$ cat config.mk
export PLATFORM = sky130hd
export DESIGN_NAME = pbgp_div
export DESIGN_NICKNAME = d
export VERILOG_FILES = /design/src/design/pbgp_pkg.sv /design/src/design/pbgp_div.sv
export SDC_FILE = /design/constraint.sdc
export NUM_CORES = 1
export LEC_CHECK = 0
export CAP_MARGIN = 20
export CORE_ASPECT_RATIO = 0.8
export CORE_MARGIN = 5
export CORE_UTILIZATION = 55
export DETAILED_ROUTE_END_ITERATION = 8
export DONT_BUFFER_PORTS = 1
export GPL_ROUTABILITY_DRIVEN = 0
export PLACE_DENSITY = 0.74
export SYNTH_ARGS = -nofsm -noshare
export SYNTH_HDL_FRONTEND = slang
export SYNTH_SLANG_ARGS = --single-unit
$ cat constraint.sdc
create_clock -name clk_i -period 3.85 [get_ports clk_i]
set_input_delay 0.77 -clock clk_i [delete_from_list [all_inputs] [get_ports clk_i]]
set_output_delay 0.77 -clock clk_i [all_outputs]
set_load 0.02 [all_outputs]
$ cat src/design/pbgp_pkg.sv
// Shared constants and types for the priority bit gather placer.
`timescale 1ns / 1ps
`default_nettype none

package pbgp_pkg;

  // Code matrix geometry and store size.
  localparam int MATRIX_ROWS  = 14;
  localparam int DATA_COLUMNS = 256;
  localparam int MAX_BYTES    = 8192;

  // Field widths of the stream items.
  localparam int REQ_W  = 2;
  localparam int IDX_W  = 16;
  localparam int VAL_W  = 16;
  localparam int ROW_W  = 4;
  localparam int COL_W  = 10;
  localparam int SYM_W  = 16;
  localparam int SIZE_W = 14;

  // Internal widths.
  localparam int BYTE_AW = $clog2(MAX_BYTES);
  localparam int PRIO_AW = 16;
  localparam int SYM_LOG = $clog2(SYM_W);
  localparam int EXT_W   = 17;
  localparam int DIV_MAX = (DATA_COLUMNS > MATRIX_ROWS) ? DATA_COLUMNS : MATRIX_ROWS;
  localparam int DIV_W   = $clog2(DIV_MAX + 1);

  // Quotients by the matrix sizes come from a rounded-up scaled reciprocal. With
  // this shift the rounding error stays small enough to be exact for every 16-bit
  // index and any divisor up to 1024.
  localparam int RECIP_SH = 26;
  localparam int RECIP_W  = RECIP_SH + 1;
  localparam logic [RECIP_W-1:0] ROWS_RECIP =
      RECIP_W'(((64'd1 << RECIP_SH) + 64'(MATRIX_ROWS) - 64'd1) / 64'(MATRIX_ROWS));
  localparam logic [RECIP_W-1:0] COLS_RECIP =
      RECIP_W'(((64'd1 << RECIP_SH) + 64'(DATA_COLUMNS) - 64'd1) / 64'(DATA_COLUMNS));

  // Configuration register indexes.
  localparam int CFG_IDX_W = 2;
  localparam logic [CFG_IDX_W-1:0] CFG_MAPPING_MODE = 2'd0;
  localparam logic [CFG_IDX_W-1:0] CFG_INPUT_SIZE   = 2'd1;

  // Request kinds carried in the input tuser.
  typedef enum logic [REQ_W-1:0] {
    REQ_LOAD_BYTE = 2'd0,
    REQ_LOAD_PRIO = 2'd1,
    REQ_QUERY     = 2'd2
  } req_e;

endpackage

`default_nettype wire

$ cat src/design/pbgp_div.sv
// Division of a symbol index by the matrix row or column count: quotient registered first, remainder after.
`timescale 1ns / 1ps
`default_nettype none

module pbgp_div import pbgp_pkg::*; (
  input  wire logic             clk_i,
  input  wire logic             rst_ni,
  input  wire logic             start_i,
  input  wire logic [IDX_W-1:0] dividend_i,
  input  wire logic             by_cols_i,
  output logic                  done_o,
  output logic [IDX_W-1:0]      quot_o,
  output logic [DIV_W-1:0]      rem_o
);

  localparam int PROD_W = IDX_W + RECIP_W;
  localparam int BACK_W = IDX_W + DIV_W;

  logic               busy_q;
  logic               by_cols_q;
  logic [IDX_W-1:0]   dvd_q;
  logic [IDX_W-1:0]   quot_q;
  logic [DIV_W-1:0]   rem_q;

  logic [RECIP_W-1:0] recip;
  logic [PROD_W-1:0]  prod;
  logic [DIV_W-1:0]   divisor;
  logic [BACK_W-1:0]  back;
  logic [IDX_W-1:0]   rem_full;

  // The quotient is the index times the scaled reciprocal, shifted back down.
  assign recip = by_cols_i ? COLS_RECIP : ROWS_RECIP;
  assign prod  = PROD_W'(dividend_i) * PROD_W'(recip);

  // The remainder is registered in the cycle after the quotient and is computed from the registered quotient.
  assign divisor  = by_cols_q ? DIV_W'(DATA_COLUMNS) : DIV_W'(MATRIX_ROWS);
  assign back     = BACK_W'(quot_q) * BACK_W'(divisor);
  assign rem_full = dvd_q - back[IDX_W-1:0];

  always_ff @(posedge clk_i or negedge rst_ni) begin
    if (!rst_ni) begin
      busy_q <= 1'b0;
    end else begin
      busy_q <= start_i;
    end
  end

  always_ff @(posedge clk_i) begin
    if (start_i) begin
      dvd_q     <= dividend_i;
      quot_q    <= prod[RECIP_SH +: IDX_W];
      by_cols_q <= by_cols_i;
    end
    if (busy_q) begin
      rem_q <= rem_full[DIV_W-1:0];
    end
  end

  assign done_o = !busy_q;
  assign quot_o = quot_q;
  assign rem_o  = rem_q;

  a_no_restart: assert property (@(posedge clk_i) disable iff (!rst_ni)
    !(start_i && busy_q))
    else $error("divider restarted while busy");

  a_quot_bound: assert property (@(posedge clk_i) disable iff (!rst_ni)
    busy_q |-> (back <= BACK_W'(dvd_q)))
    else $error("quotient too large for the dividend");

  a_rem_bound: assert property (@(posedge clk_i) disable iff (!rst_ni)
    busy_q |=> (rem_q < divisor))
    else $error("final remainder not below divisor");

endmodule

`default_nettype wire

# == After elaboration in Yosys (flattened, before gate mapping) ==
# Cells that the tools add are included.
# totals
elab_cells,11
register_bits,36
output_inout_bits,26
in_bits,20
# classes
addsub,1
n_mux,2
n_reduce_logical,1
multipliers,2
# op_table
op,n
multiplier 16 x 23 -> 39 bit,1
2-to-1 mux 23 bit,1
multiplier 16 x 9 -> 9 bit,1
2-to-1 mux 9 bit,1
subtractor 9 bit,1
logical NOT 1 bit,1

# == Depth between registers and ports, before layout ==
# Gate-level depths: netlist (run 1).
# depth
depth_word,3
mapped_depth,23
mapped_depth_nobuf,21

# == Least setup slack after synthesis (run 1) ==
# No wires, ideal clock.
# synth_path
path_type,input -> register
start,in by_cols_i
end,"reg quot_q[11], in the netlist quot_o[11] (data pin)"
path_stages,19
required_time_ns,3.683
arrival_ns,5.579
path_slack_ns,-1.896
n_path_buf,2
setup_time_ns,0.167
path_cell_list,clkbuf_1 clkbuf_1 nor2b_1 ha_1 ha_1 inv_1 fa_1 fa_1 inv_1 fa_1 fa_1 ha_1 inv_1 nor2_1 nand2_1 a2111o_1 o211ai_1 mux2_2 a211oi_1
# synth_via
elab_chain_len,2
# synth_rtl
element,line_no,text
start: declaration,pbgp_div.sv:10,"input wire logic by_cols_i,"
2-to-1 mux 23 bit,pbgp_div.sv:32,assign recip = by_cols_i ? COLS_RECIP : ROWS_RECIP;
multiplier 16 x 23 -> 39 bit,pbgp_div.sv:33,assign prod = PROD_W'(dividend_i) * PROD_W'(recip);
named net prod[37],pbgp_div.sv:26,logic [PROD_W-1:0] prod;
end signal: assignment,pbgp_div.sv:51,quot_q <= prod[RECIP_SH +: IDX_W];
end: declaration,pbgp_div.sv:22,logic [IDX_W-1:0] quot_q;
# The timed path passes the listed nets, and every way through them passes these cells.
# A chain may end at the register's enable or synchronous reset.

# == Worst setup path in the final report (run 1) ==
# layout_path
start,in dividend_i[1]
end,"reg quot_q[11], in the netlist quot_o[11] (data pin)"
# layout_via
elab_chain_len,1
# layout_rtl
element,line_no,text
start: declaration,pbgp_div.sv:9,"input wire logic [IDX_W-1:0] dividend_i,"
multiplier 16 x 23 -> 39 bit,pbgp_div.sv:33,
named net prod[37],pbgp_div.sv:26,
# The timed path passes the listed nets, and every way through them passes these cells.

==> run metrics, run 1 <==
status finished with violations; failing checks setup timing; # hold bufs at CTS 0; final setup TNS -16,450 ps; CTS Buf Count 5; Final WS setup -1460 ps; standard-cell row count 37; Via density 5.54; maximum VDD drop 679 µV; final core utilization 0.743; most frequent cell after synthesis inv_1; Die Span Y 113 µm; Max stage delay on crit path 570 ps; Min Clock Period, post-route 5310 ps; Residual DRC 0; Core Box Area 12,900 µm²; Tcrit/Tclk final 1.38; first-pass GRT wire length 31,400 µm; Achievable Freq ~190 MHz; Non-Filler Instances ~1,100; type of the worst setup path in2reg; Starting Density 0.561; WP data arrival 5420 ps; CP max-delay cell fa_1; Detailed Routing Iterations Pass 1 5; post-placement setup slack -1810 ps; crit-path cells nor2b_2, buf_4, a21o_1, ha_1, ha_4, fa_1, inv_1, fa_1, fa_1, inv_1, ha_4, a21oi_2, o2111ai_2, a311oi_2, o211ai_1, buf_4, mux2_4, a211oi_2; Unique masters post-synth 58; Synth area leader ha_1; post-synthesis sequential area ratio 0.136; unrepaired setup endpoints after global routing true; max_cap viols 0; vias in the first global route 6,495; Buf+Inv Stages, Crit Path 4; vias a little under 6,000; ranking of synthesized cells by area ha_1 (29%), fa_1 (24%), edfxtp_1 (13%); Horiz. Die Dim about 140 µm; share of the synthesized area in the top cell type 0.293; die area 15,500 µm²; Lkg Pwr 4.96 nW; Post-synth top flop edfxtp_1; CP Capture Type flop; placed cell count 1,055; Synth Instances around 750; Synth Area per Inst roughly 9.6 µm²; IO Pins 46; FILL cells 818; Clock Pin Slew Worst Setup and Hold Paths around 60 ps; TritonCTS Sinks 33; Post-Synthesis Cell Area 7220 µm²; Routed Antenna Nets 0; antenna cell count 0; 1st-iter DRT viols 333; CP top delay family adder cells; pins over their slew limit 0; Crit path required time approximately 4000 ps; Startpoint Class primary input; Final setup viols 13; clock skew 4.36 ps; Power Density just under 800 nW/µm²; nets 1,176; Clock Path Buffers 2; most instantiated cells after synthesis inv_1 (176), ha_1 (169), fa_1 (86), nand2_1 (42), edfxtp_1 (32); # port buffers 0; asr flop ratio synth 0.0303; Hold Path Class in2async; htree depth 2; number of enable flip-flop cells after synthesis 32; final hold violations 0; Layout area overhead 32.3%; Synth Register Bits 33; largest net degree at the start of global routing 42; number of antenna violations at the first check in global routing 0; CTS tree done; Ys Warns 0; GRT Overall Usage 0.250; Root Buffer clkbuf_16; wire per inst 19.1 µm; layout cells sized above 1 0.328; clk_lat worst skew 280 ps; DP HPWL 15,200 µm; grt total ovfl 0; final wirelength between 20,000 and 25,000 µm; Most Frequent Cell on Critical Path fa_1; Crit Path Max Fanout 4
## layout make-up
cell class,instances,area (µm²),area share
Multi-Input combinational cell,540,6400,0.670
Timing Repair Buffer,145,1110,0.117
Sequential cell,33,986,0.103
Inverter,176,663,0.0694
Tap cell,175,219,0.0229
Clock buffer,7,143,0.0149
Clock inverter,1,30.0,0.00314
## what timing repair did
action                     in CTS  in global routing
setup endpoints to repair      14                 14
pin swaps                      41                 53
resized for setup              72                 76
buffers inserted                9                  7
## cell usage in the layout, fill, tap and decap left out, types with 6 or more instances in the layout
cell type	netlist	routed
inv_1	176	159
buf_4	3	138
ha_1	169	136
fa_1	86	73
nand2_1	42	38
edfxtp_1	32	32
ha_4	0	30
xnor2_1	23	21
nor2_1	24	18
inv_2	0	16
a21o_1	16	16
a21oi_1	27	16
conb_1	2	14
fa_2	0	13
nand2b_1	18	12
o21ai_0	19	11
nand4_1	10	10
nor2b_1	20	9
a21oi_2	1	8
buf_6	2	7
nand2b_4	0	6
nor2b_4	0	6
## logic make-up (layout without fill, tap and decap cells)
logic type                 after synthesis  in the layout  share of synthesized area
DFF                                     33             33                      0.136
adders and majority gates              255            255                      0.531
xor gates and xnor gates                30             30                     0.0364
AOI/OAI and AO/OA                       98             98                     0.0911
muxes                                    1              1                    0.00156
and+or+nand+nor                        142            142                      0.101
buffers and inverters                  188            329                      0.101
other                                    2             14                    0.00104
## per-layer routing
metal / share of wire / routed length (µm) / vias to the layer above / global-route usage
met3: 0.067 / 1380 / 87 / 0.0575
met5: 0 / 0 / - / 0
met2: 0.50 / 10200 / 234 / 0.440
met4: 0.037 / 768 / 0 / 0.0764
li1: - / - / 2741 / -
met1: 0.40 / 8210 / 2902 / 0.306
## flip-flops by register name, indices dropped and copies added (netlist names)
| register | flops |
|---|---|
| by_cols_q | 1 |
| rem_o | 9 |
| quot_o | 13 |
| dvd_q | 9 |
| busy_q | 1 |
## path summary, 6_finish.rpt
| check | from | to | slack [ps] | cells past startpoint |
|---|---|---|---|---|
| hold reg to reg | dvd_q[0] | rem_o[0] | 420 | 0 |
| setup / recovery | dividend_i[1] | quot_o[11] | -1460 | 18 |
| min in group clk_i | dvd_q[0] | rem_o[0] | 420 | 0 |
| hold / removal | rst_ni | busy_q | 180 | 0 |
| setup reg to reg | by_cols_q | rem_o[8] | 90 | 13 |
| max in group asynchronous | rst_ni | busy_q | 3610 | 0 |
## through the flow
stage	hold slack, ps	power [mW]	cell area [µm²]
global placement	412	5.17	8550
finish	178	7.37	9560
detailed placement	416	5.41	8550
global route	172	7.89	9560
CTS	179	6.42	9100
floorplan	400	3.88	7440
## where the power goes
| part | internal (mW) | switching, mW | total [mW] | leakage (nW) |
|---|---|---|---|---|
| combinational | 2.94 | 3.13 | 6.07 | 4.55 |
| sequential | 0.667 | 0.153 | 0.820 | 0.324 |
| clock | 0.323 | 0.153 | 0.476 | 0.0841 |
| total | 3.93 | 3.44 | 7.37 | 4.96 |
Note: power is estimated with default switching activity, not from simulation.
==> inputs of run 2 (changes only) <==
--- a/config.mk
+++ b/config.mk
@@ -12,7 +12,7 @@
 export DETAILED_ROUTE_END_ITERATION = 8
 export DONT_BUFFER_PORTS = 1
 export GPL_ROUTABILITY_DRIVEN = 0
-export PLACE_DENSITY = 0.74
+export PLACE_DENSITY = 0.73
 export SYNTH_ARGS = -nofsm -noshare
 export SYNTH_HDL_FRONTEND = slang
 export SYNTH_SLANG_ARGS = --single-unit
==> run 2 against run 1 <==
The flow still finishes with violations (setup timing). Final area is 3.9% lower. Highest routed layer unchanged. Power down 13%. Count of clock-buffer cells in the layout decreased by 1. Maximum frequency rose by 1.3%. Critical path depth is the same. Final cell count shrank 0.19%. Combinational power is 13% lower. Hold slack better by 10 ps.
==> run metrics, run 2 (synthesized netlist as in run 1, its figures left out) <==
status finished with violations; failing checks setup timing; standard-cell row count 37 (unchanged); commonest non-fill, non-tap cells in the layout inv_1 (164), ha_1 (145), buf_4 (142); maximum VDD drop 714 µV (+5.1%); vias in the first global route 6,282 (-3.3%); CP Capture Type flop; final wirelength 17,800 µm (-14%); number of antenna violations at the first check in global routing 0 (unchanged); Layout area overhead 27.2%; clk_lat worst skew 270 ps (about the same); Residual DRC 0 (unchanged); Power, Total 6.44 mW (-13%); Via density 5.34 (-3.6%); Starting Density 0.561 (unchanged); Final setup viols 13 (unchanged); Power Density 700 nW/µm² (-9.1%); Min Clock Period, post-route 5240 ps (-70.8 ps); nets 1,175 (-0.085%); Worst Setup SP by_cols_i; 1st-iter DRT viols 278 (-17%); IO Pins 46 (unchanged); Root Buffer clkbuf_16; Tcrit/Tclk final 1.36 (-0.0184); Detailed Routing Iterations Pass 1 4 (-1); WP data arrival 5340 ps (-80 ps); GRT Overall Usage 0.234 (-0.0161); Crit Path Max Fanout 41 (+37); grt total ovfl 0 (unchanged); Lkg Pwr 4.88 nW (-1.5%); post-route design area 9190 µm² (-3.9%); type of the worst setup path in2reg; wire per inst 16.6 µm (-13%); final core utilization 0.714 (-0.0287); # port buffers 0 (unchanged); CTS Buf Count 5 (unchanged); max reg flops 13 (unchanged); Final WS setup -1390 ps (+70.8 ps); Clock Path Buffers 2 (unchanged); max_cap viols 0 (unchanged); Achievable Freq 191 MHz (+1.3%); Area after DPL 8570 µm² (+0.23%); final hold violations 0 (unchanged); antenna cell count 0 (unchanged); clock skew 6.52 ps (+2.16 ps); CTS tree done; TritonCTS Sinks 33 (unchanged); worst r2r src by_cols_q; final setup TNS -16,120 ps (+329 ps); Hold Path Class in2async; htree depth 2 (unchanged); Routed Antenna Nets 0 (unchanged); Core Box Area 12,900 µm² (unchanged); Reg-to-Reg End rem_o[8]; first-pass GRT wire length 30,000 µm (-4.7%); DP HPWL 15,100 µm (-0.78%); Horiz. Die Dim 138 µm (unchanged); most common cell after layout, fill and taps aside inv_1; Critical Path End quot_o[8]; reg2reg setup slack 220 ps (+130 ps); largest net degree at the start of global routing 42 (unchanged); Crit path required time 3950 ps (about the same); pins over their slew limit 0 (unchanged); Startpoint Class primary input; unrepaired setup endpoints after global routing true; FILL cells 915 (+12%); vias 5,736 (-3.8%); die area 15,500 µm² (unchanged); reg2reg path depth 13 (unchanged); Die Span Y 113 µm (unchanged); layout cells sized above 1 0.276 (-0.0526); Clock Pin Slew Worst Setup and Hold Paths 50 ps (about the same)
==> run 2: cell types whose count changed in the layout (fill, tap and decap cells not counted), sizes merged <==
| cell | change |
|---|---|
| bufinv | -1 |
| buf | -1 |
| clkbuf | -1 |
| clkinv | +1 |
==> run 2: how the worst min path moves through the flow <==
| stage | from | to | slack [ps] |
|---|---|---|---|
| 6_report | rst_ni | busy_q | 190 |
| 3_3_place_gp | dvd_q[0] | rem_o[0] | 420 |
| 4_1_cts | rst_ni | busy_q | 180 |
| 5_1_grt | rst_ni | busy_q | 180 |
| 2_1_floorplan | dvd_q[0] | rem_o[0] | 400 |
| 3_5_place_dp | dvd_q[0] | rem_o[0] | 420 |
==> run 2: what timing repair did <==
| action | CTS | global route |
|---|---|---|
| endpoints found under the hold margin | 0 | 0 |
| hold buffers | 0 | 0 |
| pin swaps | 8 | 32 |
| resized for setup | 26 | 57 |
| setup endpoints to repair | 14 | 15 |
| buffers inserted | 7 | 5 |
==> run 2: power breakdown <==
group	switching [mW]	leakage (nW)	internal, mW
registers	0.145	0.324	0.667
clock network	0.131	0.0644	0.233
logic	2.63	4.49	2.63
==> run 2: cell type report <==
class | instances | area [µm²] | share of cell area
Clock inverter | 1 | 3.75 | 0.000408
Tap cell | 175 | 219 | 0.0238
Inverter | 176 | 661 | 0.0719
Multi-Input combinational cell | 540 | 6100 | 0.663
Sequential cell | 33 | 986 | 0.107
Timing Repair Buffer | 144 | 1100 | 0.119
Clock buffer | 6 | 129 | 0.0140
==> run 2: per-stage QoR <==
step | setup slack [ps] | hold slack (ps) | cells
2_1_floorplan | -1610 | 400 | 761
3_3_place_gp | -1700 | 419 | 1056
3_5_place_dp | -1760 | 424 | 1056
4_1_cts | -1360 | 183 | 1070
5_1_grt | -1510 | 182 | 1075
6_report | -1390 | 188 | 1075
==> run 2: metal layers <==
metal / GRT usage / vias to the layer above / wire, µm
met5: 0 / - / 0
met4: 0.0434 / 0 / 269
met3: 0.0366 / 28 / 1020
met2: 0.408 / 169 / 8570
met1: 0.311 / 2799 / 7950
li1: - / 2740 / -
==> run 2: critical path, stage by stage <==
cell and delay [ps]:
nand2b_4 120, inv_1 80, ha_4 270, inv_1 60, fa_2 610, inv_1 70
fa_1 500, inv_1 60, fa_1 440, fa_1 530, inv_2 50, ha_4 280
nand2_2 60, or3_4 330, or4_4 550, a21oi_4 190, nand4_1 120, a221oi_2 250
